File: src/hw/rtl/b64e_pkg.sv
// ----------------------------------------------------------------------------
// b64e_pkg: shared types and constants of the base64 stream encoder
// Holds the character job passed from the front end to the emitter, the
// configuration and queue status bundles, and the alphabet lookup.
// ----------------------------------------------------------------------------
package b64e_pkg;

  // Widths fixed by the stream format.
  localparam int BYTE_W      = 8;
  localparam int LINE_CNT_W  = 7;
  localparam int JOB_CHARS   = 5;
  localparam int JOB_CNT_W   = 3;

  // Special characters.
  localparam logic [7:0] CHAR_PAD = 8'h3D;  // '='
  localparam logic [7:0] CHAR_NL  = 8'h0A;  // newline

  // Register indexes of the configuration port.
  typedef enum logic [1:0] {
    CFG_URL_ALPHABET = 2'd0,
    CFG_LINE_BREAKS  = 2'd1,
    CFG_OMIT_PADDING = 2'd2
  } cfg_idx_t;

  // Current configuration.
  typedef struct packed {
    logic url_alphabet;
    logic line_breaks;
    logic omit_padding;
  } cfg_t;

  // Up to five characters made by one input byte; chars[0] goes out first.
  typedef struct packed {
    logic [JOB_CHARS-1:0][7:0] chars;
    logic [JOB_CNT_W-1:0]      count;
    logic                      last;
  } job_t;

  // Queue status seen by the front end and the emitter.
  typedef struct packed {
    logic full;
    logic empty;
  } q_stat_t;

  // Maps a six-bit value to its base64 character.
  function automatic logic [7:0] enc_char(input logic [5:0] six, input logic url);
    logic [7:0] c;
    if (six < 6'd26) begin
      c = 8'h41 + {2'b00, six};
    end else if (six < 6'd52) begin
      c = 8'h61 + {2'b00, six - 6'd26};
    end else if (six < 6'd62) begin
      c = 8'h30 + {2'b00, six - 6'd52};
    end else if (six == 6'd62) begin
      c = url ? 8'h2D : 8'h2B;
    end else begin
      c = url ? 8'h5F : 8'h2F;
    end
    return c;
  endfunction

endpackage

File: src/hw/rtl/b64e_front.sv
// ----------------------------------------------------------------------------
// b64e_front: byte intake and group classification
// Gathers bytes into three-byte groups, tracks the line position and turns
// each completed or final group into a character job for the queue.
// ----------------------------------------------------------------------------
module b64e_front #(
  parameter int LINE_CHARS = 64
) (
  input  logic                  clk,
  input  logic                  rst,
  input  logic                  in_valid,
  output logic                  in_stall,
  input  logic [7:0]            data_byte,
  input  logic                  last_byte,
  input  b64e_pkg::cfg_t        cfg,
  input  b64e_pkg::q_stat_t     q_stat,
  output logic                  push,
  output b64e_pkg::job_t        job
);

  logic [15:0]                       held_bytes;
  logic [15:0]                       held_bytes_next;
  logic [1:0]                        group_count;
  logic [1:0]                        group_count_next;
  logic [b64e_pkg::LINE_CNT_W-1:0]   line_count;
  logic [b64e_pkg::LINE_CNT_W-1:0]   line_count_next;
  logic [b64e_pkg::LINE_CNT_W-1:0]   line_sum;
  logic [23:0]                       val;
  logic                              accept;
  logic                              produce;

  // A word is taken whenever the queue has room.
  assign in_stall = q_stat.full;
  assign accept   = in_valid && !q_stat.full;
  assign push     = accept && produce;
  assign line_sum = line_count + b64e_pkg::LINE_CNT_W'(4);

  // Classify the incoming byte and build its character job.
  always_comb begin
    held_bytes_next  = held_bytes;
    group_count_next = group_count;
    line_count_next  = line_count;
    produce          = 1'b0;
    val              = '0;
    job              = '0;
    if (group_count[1]) begin
      // Third byte of a group: four characters, maybe a newline.
      val              = {held_bytes, data_byte};
      job.chars[0]     = b64e_pkg::enc_char(val[23:18], cfg.url_alphabet);
      job.chars[1]     = b64e_pkg::enc_char(val[17:12], cfg.url_alphabet);
      job.chars[2]     = b64e_pkg::enc_char(val[11:6], cfg.url_alphabet);
      job.chars[3]     = b64e_pkg::enc_char(val[5:0], cfg.url_alphabet);
      job.count        = b64e_pkg::JOB_CNT_W'(4);
      produce          = 1'b1;
      held_bytes_next  = '0;
      group_count_next = '0;
      if (cfg.line_breaks) begin
        line_count_next = line_sum;
        if (line_sum >= b64e_pkg::LINE_CNT_W'(LINE_CHARS)) begin
          job.chars[4]    = b64e_pkg::CHAR_NL;
          job.count       = b64e_pkg::JOB_CNT_W'(5);
          line_count_next = '0;
        end
      end
    end else if (last_byte) begin
      // Partial final group of one or two bytes.
      val          = group_count[0] ? {held_bytes[7:0], data_byte, 8'h00}
                                    : {data_byte, 16'h0000};
      job.chars[0] = b64e_pkg::enc_char(val[23:18], cfg.url_alphabet);
      job.chars[1] = b64e_pkg::enc_char(val[17:12], cfg.url_alphabet);
      job.chars[2] = b64e_pkg::CHAR_PAD;
      job.chars[3] = b64e_pkg::CHAR_PAD;
      if (group_count[0]) begin
        job.chars[2] = b64e_pkg::enc_char(val[11:6], cfg.url_alphabet);
      end
      if (cfg.omit_padding) begin
        job.count = group_count[0] ? b64e_pkg::JOB_CNT_W'(3) : b64e_pkg::JOB_CNT_W'(2);
      end else begin
        job.count = b64e_pkg::JOB_CNT_W'(4);
      end
      produce = 1'b1;
    end else begin
      // Hold the byte for a later group.
      held_bytes_next  = {held_bytes[7:0], data_byte};
      group_count_next = group_count + 2'd1;
    end
    // The end of a message returns all state to the start of a line.
    if (last_byte) begin
      job.last         = 1'b1;
      held_bytes_next  = '0;
      group_count_next = '0;
      line_count_next  = '0;
    end
  end

  // Group and line state.
  always_ff @(posedge clk) begin
    if (rst) begin
      held_bytes  <= '0;
      group_count <= '0;
      line_count  <= '0;
    end else if (accept) begin
      held_bytes  <= held_bytes_next;
      group_count <= group_count_next;
      line_count  <= line_count_next;
    end
  end

endmodule

File: src/hw/rtl/b64e_queue.sv
// ----------------------------------------------------------------------------
// b64e_queue: two-entry job queue
// Decouples the byte intake from the character emitter so each side can
// stall on its own.
// ----------------------------------------------------------------------------
module b64e_queue (
  input  logic                clk,
  input  logic                rst,
  input  logic                push,
  input  b64e_pkg::job_t      wr_job,
  input  logic                pop,
  output b64e_pkg::job_t      head,
  output b64e_pkg::q_stat_t   q_stat
);

  b64e_pkg::job_t entries [2];
  logic           wr_ptr;
  logic           rd_ptr;
  logic [1:0]     fill;

  assign head         = entries[rd_ptr];
  assign q_stat.full  = (fill == 2'd2);
  assign q_stat.empty = (fill == 2'd0);

  // Job storage.
  always_ff @(posedge clk) begin
    if (push) begin
      entries[wr_ptr] <= wr_job;
    end
  end

  // Pointers and fill level.
  always_ff @(posedge clk) begin
    if (rst) begin
      wr_ptr <= 1'b0;
      rd_ptr <= 1'b0;
      fill   <= 2'd0;
    end else begin
      if (push) begin
        wr_ptr <= ~wr_ptr;
      end
      if (pop) begin
        rd_ptr <= ~rd_ptr;
      end
      if (push && !pop) begin
        fill <= fill + 2'd1;
      end else if (pop && !push) begin
        fill <= fill - 2'd1;
      end
    end
  end

endmodule

File: src/hw/rtl/b64e_back.sv
// ----------------------------------------------------------------------------
// b64e_back: character emitter
// Walks the characters of the job at the queue head, one word per cycle while
// not stalled, and releases the job after its last character is taken.
// ----------------------------------------------------------------------------
module b64e_back (
  input  logic                clk,
  input  logic                rst,
  input  b64e_pkg::job_t      head,
  input  b64e_pkg::q_stat_t   q_stat,
  output logic                pop,
  output logic                out_valid,
  input  logic                out_stall,
  output logic [7:0]          out_char,
  output logic                last_char
);

  logic [b64e_pkg::JOB_CNT_W-1:0] idx;
  logic                           at_end;
  logic                           take;

  // Present the current character of the head job.
  assign out_valid = !q_stat.empty;
  assign out_char  = head.chars[idx];
  assign at_end    = (idx == head.count - b64e_pkg::JOB_CNT_W'(1));
  assign last_char = head.last && at_end;
  assign take      = out_valid && !out_stall;
  assign pop       = take && at_end;

  // Character position within the head job.
  always_ff @(posedge clk) begin
    if (rst) begin
      idx <= '0;
    end else if (take) begin
      idx <= at_end ? '0 : idx + b64e_pkg::JOB_CNT_W'(1);
    end
  end

endmodule

File: src/hw/rtl/base64_stream_encoder_core.sv
// ----------------------------------------------------------------------------
// base64_stream_encoder_core: streaming base64 encoder
// Encodes a byte stream into base64 characters with optional newlines.
// ----------------------------------------------------------------------------
// Usage:
//   Input channel (in_valid/in_stall) takes one word per cycle unless stalled:
//   data_byte and last_byte, which closes the message. Output channel
//   (out_valid/out_stall) gives one word per cycle unless stalled: out_char
//   and last_char on the final character. Configuration (cfg_valid/cfg_ready,
//   cfg_index, cfg_data) writes url_alphabet (0), line_breaks (1) and
//   omit_padding (2); cfg_ready is always high. Write registers only while
//   no message is in flight. Throughput: input accepts one byte per cycle
//   until the two-entry job queue fills; the single character output port
//   sets the sustained rate on long messages. Reset clears the group, line
//   position, queue and configuration. When the receiver stalls, the current
//   character holds and the queue fills; once it is full, in_stall rises.
// ----------------------------------------------------------------------------
module base64_stream_encoder_core #(
  parameter int LINE_CHARS = 64
) (
  input  logic       clk,
  input  logic       rst,
  input  logic       in_valid,
  output logic       in_stall,
  input  logic [7:0] data_byte,
  input  logic       last_byte,
  output logic       out_valid,
  input  logic       out_stall,
  output logic [7:0] out_char,
  output logic       last_char,
  input  logic       cfg_valid,
  output logic       cfg_ready,
  input  logic [1:0] cfg_index,
  input  logic       cfg_data
);

  b64e_pkg::cfg_t    cfg;
  b64e_pkg::q_stat_t q_stat;
  b64e_pkg::job_t    wr_job;
  b64e_pkg::job_t    head;
  logic              push;
  logic              pop;

  assign cfg_ready = 1'b1;

  // Configuration registers.
  always_ff @(posedge clk) begin
    if (rst) begin
      cfg <= '0;
    end else if (cfg_valid && cfg_ready) begin
      case (b64e_pkg::cfg_idx_t'(cfg_index))
        b64e_pkg::CFG_URL_ALPHABET: begin
          cfg.url_alphabet <= cfg_data;
        end
        b64e_pkg::CFG_LINE_BREAKS: begin
          cfg.line_breaks <= cfg_data;
        end
        b64e_pkg::CFG_OMIT_PADDING: begin
          cfg.omit_padding <= cfg_data;
        end
        default: begin
          cfg <= cfg;
        end
      endcase
    end
  end

  b64e_front #(
    .LINE_CHARS (LINE_CHARS)
  ) u_front (
    .clk       (clk),
    .rst       (rst),
    .in_valid  (in_valid),
    .in_stall  (in_stall),
    .data_byte (data_byte),
    .last_byte (last_byte),
    .cfg       (cfg),
    .q_stat    (q_stat),
    .push      (push),
    .job       (wr_job)
  );

  b64e_queue u_queue (
    .clk    (clk),
    .rst    (rst),
    .push   (push),
    .wr_job (wr_job),
    .pop    (pop),
    .head   (head),
    .q_stat (q_stat)
  );

  b64e_back u_back (
    .clk       (clk),
    .rst       (rst),
    .head      (head),
    .q_stat    (q_stat),
    .pop       (pop),
    .out_valid (out_valid),
    .out_stall (out_stall),
    .out_char  (out_char),
    .last_char (last_char)
  );

endmodule

File: config.mk
export PLATFORM = sky130hd
export DESIGN_NAME = base64_stream_encoder_core
export DESIGN_NICKNAME = d
export VERILOG_FILES = /design/src/hw/rtl/b64e_pkg.sv /design/src/hw/rtl/b64e_front.sv /design/src/hw/rtl/b64e_queue.sv /design/src/hw/rtl/b64e_back.sv /design/src/hw/rtl/base64_stream_encoder_core.sv
export SDC_FILE = /design/constraint.sdc
export NUM_CORES = 1
export LEC_CHECK = 0
export ABC_CLOCK_PERIOD_IN_PS = 4600
export BUFFER_PORTS_ARGS = -buffer_cell sky130_fd_sc_hd__buf_2
export CORE_MARGIN = 2
export CORE_UTILIZATION = 39
export CTS_CLUSTER_SIZE = 20
export DETAILED_ROUTE_END_ITERATION = 7
export SLEW_MARGIN = 20
export SYNTH_ARGS = -nofsm -noshare
export SYNTH_HDL_FRONTEND = slang
export SYNTH_HIERARCHICAL = 1
export SYNTH_SLANG_ARGS = --single-unit
export TNS_END_PERCENT = 50
File: constraint.sdc
create_clock -name clk -period 4.6 [get_ports clk]
set_input_delay 1.15 -clock clk [delete_from_list [all_inputs] [get_ports clk]]
set_output_delay 1.15 -clock clk [all_outputs]
set_load 0.03 [all_outputs]
==> flow_metrics.py <==
metrics = {
    "outcome": {
        "status": "complete, no violations",
    },
    "floorplan": {
        "ios": 29,
        "core_sq_mm": 0.0225,
        "num_rows": 55,
        "die_w_um": 155,
        "die_y_um": 155,
        "dieArea_sq_mm": 0.0240,
        "start_util": 0.395,
    },
    "critical_path": {
        "cpPeakStageDelay_ps": 560,
        "critPathLaunchType": "register",
        "cp-end-kind": "primary output",
        "r2r_start": "u_front/group_count[0]",
        "r2r_slack_ps": 1620,
        "ff2ff_path_depth": 8,
        "cp.required_ps": 3450,
        "slowest_stage": "mux4_1",
        "crit_path_end": "out_char[4]",
        "path_cells": "buf_4 > mux2_2 > mux4_1 > inv_1 > o21ai_0 > buf_2",
        "crit_type": "reg2out",
        "arrival_ps": 2640,
        "crit_fanout": 39,
        "r2r-end": "u_queue/entries[0][8]",
    },
    "detailed_routing": {
        "num_vias": 6762,
        "drcViolationCount": 0,
        "routed_wl_mm": 21.5,
        "viasPerCell": 5.63,
        "wl_per_cell_um": 17.9,
        "drt-initial-drc-count": 634,
        "first_pass_iters": 5,
        "ant_nets": 0,
    },
    "cts": {
        "cts_tree": "built",
        "cts_buffers": 17,
        "cts-hold-fix-buffers": 0,
        "clk_pin_slew_ps": 70,
        "clkLatencyLatePin_ps": 420,
        "cts_resized": 0,
        "cts_setup_buffers": 0,
        "cts.sinks": 122,
        "root_buffer": "clkbuf_16",
        "cts.path.max_buffers": 2,
        "htreeDepth": 4,
    },
    "pwr": {
        "p_leak_nw": 3.67,
        "powerDensity_mw_per_mm2": 329,
        "max-vdd-ir-drop_uv": 230,
    },
    "sta": {
        "finalCriticalPeriod_ps": 3790,
        "fmax_mhz": 264,
        "worst_pin_slew_ps": 810,
        "final_max_slew_viol_count": 0,
        "setup_viol": 0,
        "rsz0062_at_grt": "no",
        "finalSetupTns_ps": 0,
        "max_slew_margin": 0.458,
        "fin_crit_sh": 0.825,
        "clock_skew_ps": 9.24,
        "finalHoldViolations": 0,
    },
    "place": {
        "dpl.hpwl_mm": 15.2,
        "dp.cells": 1170,
        "numPortBuffers": 27,
        "place_congestion": 0.904,
    },
    "hold_path": {
        "hp-class": "reg2reg",
    },
    "cells_and_area": {
        "fillCellCount": 2123,
        "syn_to_final_growth_pct": 9.80,
        "finalNetCount": 983,
        "layout.cells.most_common": "edfxtp_1",
        "fin_cells": 1202,
        "drive_gt1_frac": 0.160,
        "insertedDiodeCount": 0,
        "final_cell_mix": "edfxtp_1, nand2_1, nor2_1",
    },
    "synth": {
        "netlist_area_sq_mm": 0.00889,
        "ys_seq_area_frac": 0.374,
        "ys_warn_count": 6,
        "async_flop_share": 0,
        "syn_avg_cell_area_sq_um": 9.77,
        "synth_flop_cell": "edfxtp_1",
        "syn_inst": 910,
        "synth-edff-count": 88,
        "synth-seq-cells": 122,
        "yosys.cell_types.count": 75,
    },
    "global_routing": {
        "antenna_found_initial": 0,
        "track_usage": 0.184,
        "grt_overflow": 0,
        "grt_pass1_vias": 6299,
        "grt_max_degree": 42,
        "grt_pass1_wl_mm": 34.4,
    },
    "run": {
        "cap_violations": 0,
    },
}
==> final cells by class <==
class	count	area, sq um	area share
Multi-Input combinational cell	678	5080	0.521
Sequential cell	122	3330	0.341
Clock buffer	17	425	0.0436
Tap cell	285	357	0.0365
Timing Repair Buffer	39	225	0.0231
Clock inverter	15	173	0.0177
Inverter	46	173	0.0177
==> synth_stat cells (all sizes together) (11+ instances only) <==
cell type / instances / share of area
edfxtp: 88 / 0.30
nand2: 74 / 0.031
nor2: 69 / 0.029
ha: 62 / 0.087
mux2: 47 / 0.060
o21ai: 47 / 0.026
inv: 43 / 0.018
xnor2: 39 / 0.038
buf: 37 / 0.026
a21oi: 35 / 0.020
dfxtp: 34 / 0.077
xor2: 33 / 0.033
clkbuf: 32 / 0.014
nand3: 23 / 0.013
a22oi: 16 / 0.014
a21o: 14 / 0.012
o211ai: 14 / 0.012
nand3b: 13 / 0.011
mux2i: 12 / 0.016
nand4: 11 / 0.0077
nor3: 11 / 0.0062
==> critical path, delay by kind of cell (launching register included) <==
| kind | cells | cell delay, ps |
|---|---|---|
| muxes | 2 | 970 |
| buffers and inverters | 3 | 760 |
| DFF | 1 | 400 |
| AOI/OAI and AO/OA | 1 | 70 |
==> sequential cells by signal, indices dropped and copies added, names as in the netlist, named ones only <==
signal / count
u_queue/entries: 88
u_front/held_bytes: 16
u_front/line_count: 5
cfg: 3
u_back/idx: 3
u_front/group_count: 2
u_queue/fill: 2
u_queue/rd_ptr: 1
u_queue/wr_ptr: 1
==> where the power goes <==
part / internal, W / switching (W) / total [W] / leakage, nW
combinational: 0.000229 / 0.000349 / 0.000578 / 2.28
sequential: 0.00124 / 0.0000455 / 0.00129 / 1.10
clock: 0.000776 / 0.000572 / 0.00135 / 0.289
total: 0.00225 / 0.000966 / 0.00321 / 3.67
==> stage by stage <==
step                      setup slack (ps)  power [W]  utilization  hold slack [ps]  area (sq um)
final                                  807    0.00321        0.434              485          9760
after global routing                   651    0.00336        0.434              500          9760
after global placement                1110    0.00188        0.407              476          9150
after detailed placement              1040    0.00188        0.407              482          9160
after CTS                              743    0.00324        0.434              490          9760
after floorplan                        472    0.00174            -              461          8910
==> layer usage <==
layer  GRT usage  vias up  part of all wire  wire (um)
met5           0        -                 0          0
met4      0.0569        0             0.017        372
met3      0.0412       28             0.061       1310
met2       0.288      190              0.45       9660
met1       0.253     3230              0.47      10200
li1            -     3314                 -          -
==> logic make-up after synthesis <==
logic type | share of synthesized area
other cells | 0.000845
fa+ha+maj | 0.0884
compound gates | 0.161
xor+xnor | 0.0745
buf+inv | 0.0588
mux | 0.0960
flops | 0.374
simple gates | 0.147
==> worst min-delay path by stage <==
stage / startpoint / slack [ps] / to / cells after the start
after global routing: u_front/line_count[6] / 500 / u_front/line_count[6] / 1
final: u_front/line_count[6] / 490 / u_front/line_count[6] / 1
after detailed placement: u_front/line_count[6] / 480 / u_front/line_count[6] / 1
after global placement: u_front/line_count[6] / 480 / u_front/line_count[6] / 1
after CTS: u_front/line_count[6] / 490 / u_front/line_count[6] / 1
after floorplan: u_queue/fill[1] / 460 / u_queue/fill[1] / 2
Note: power is estimated with default switching activity, not from simulation.
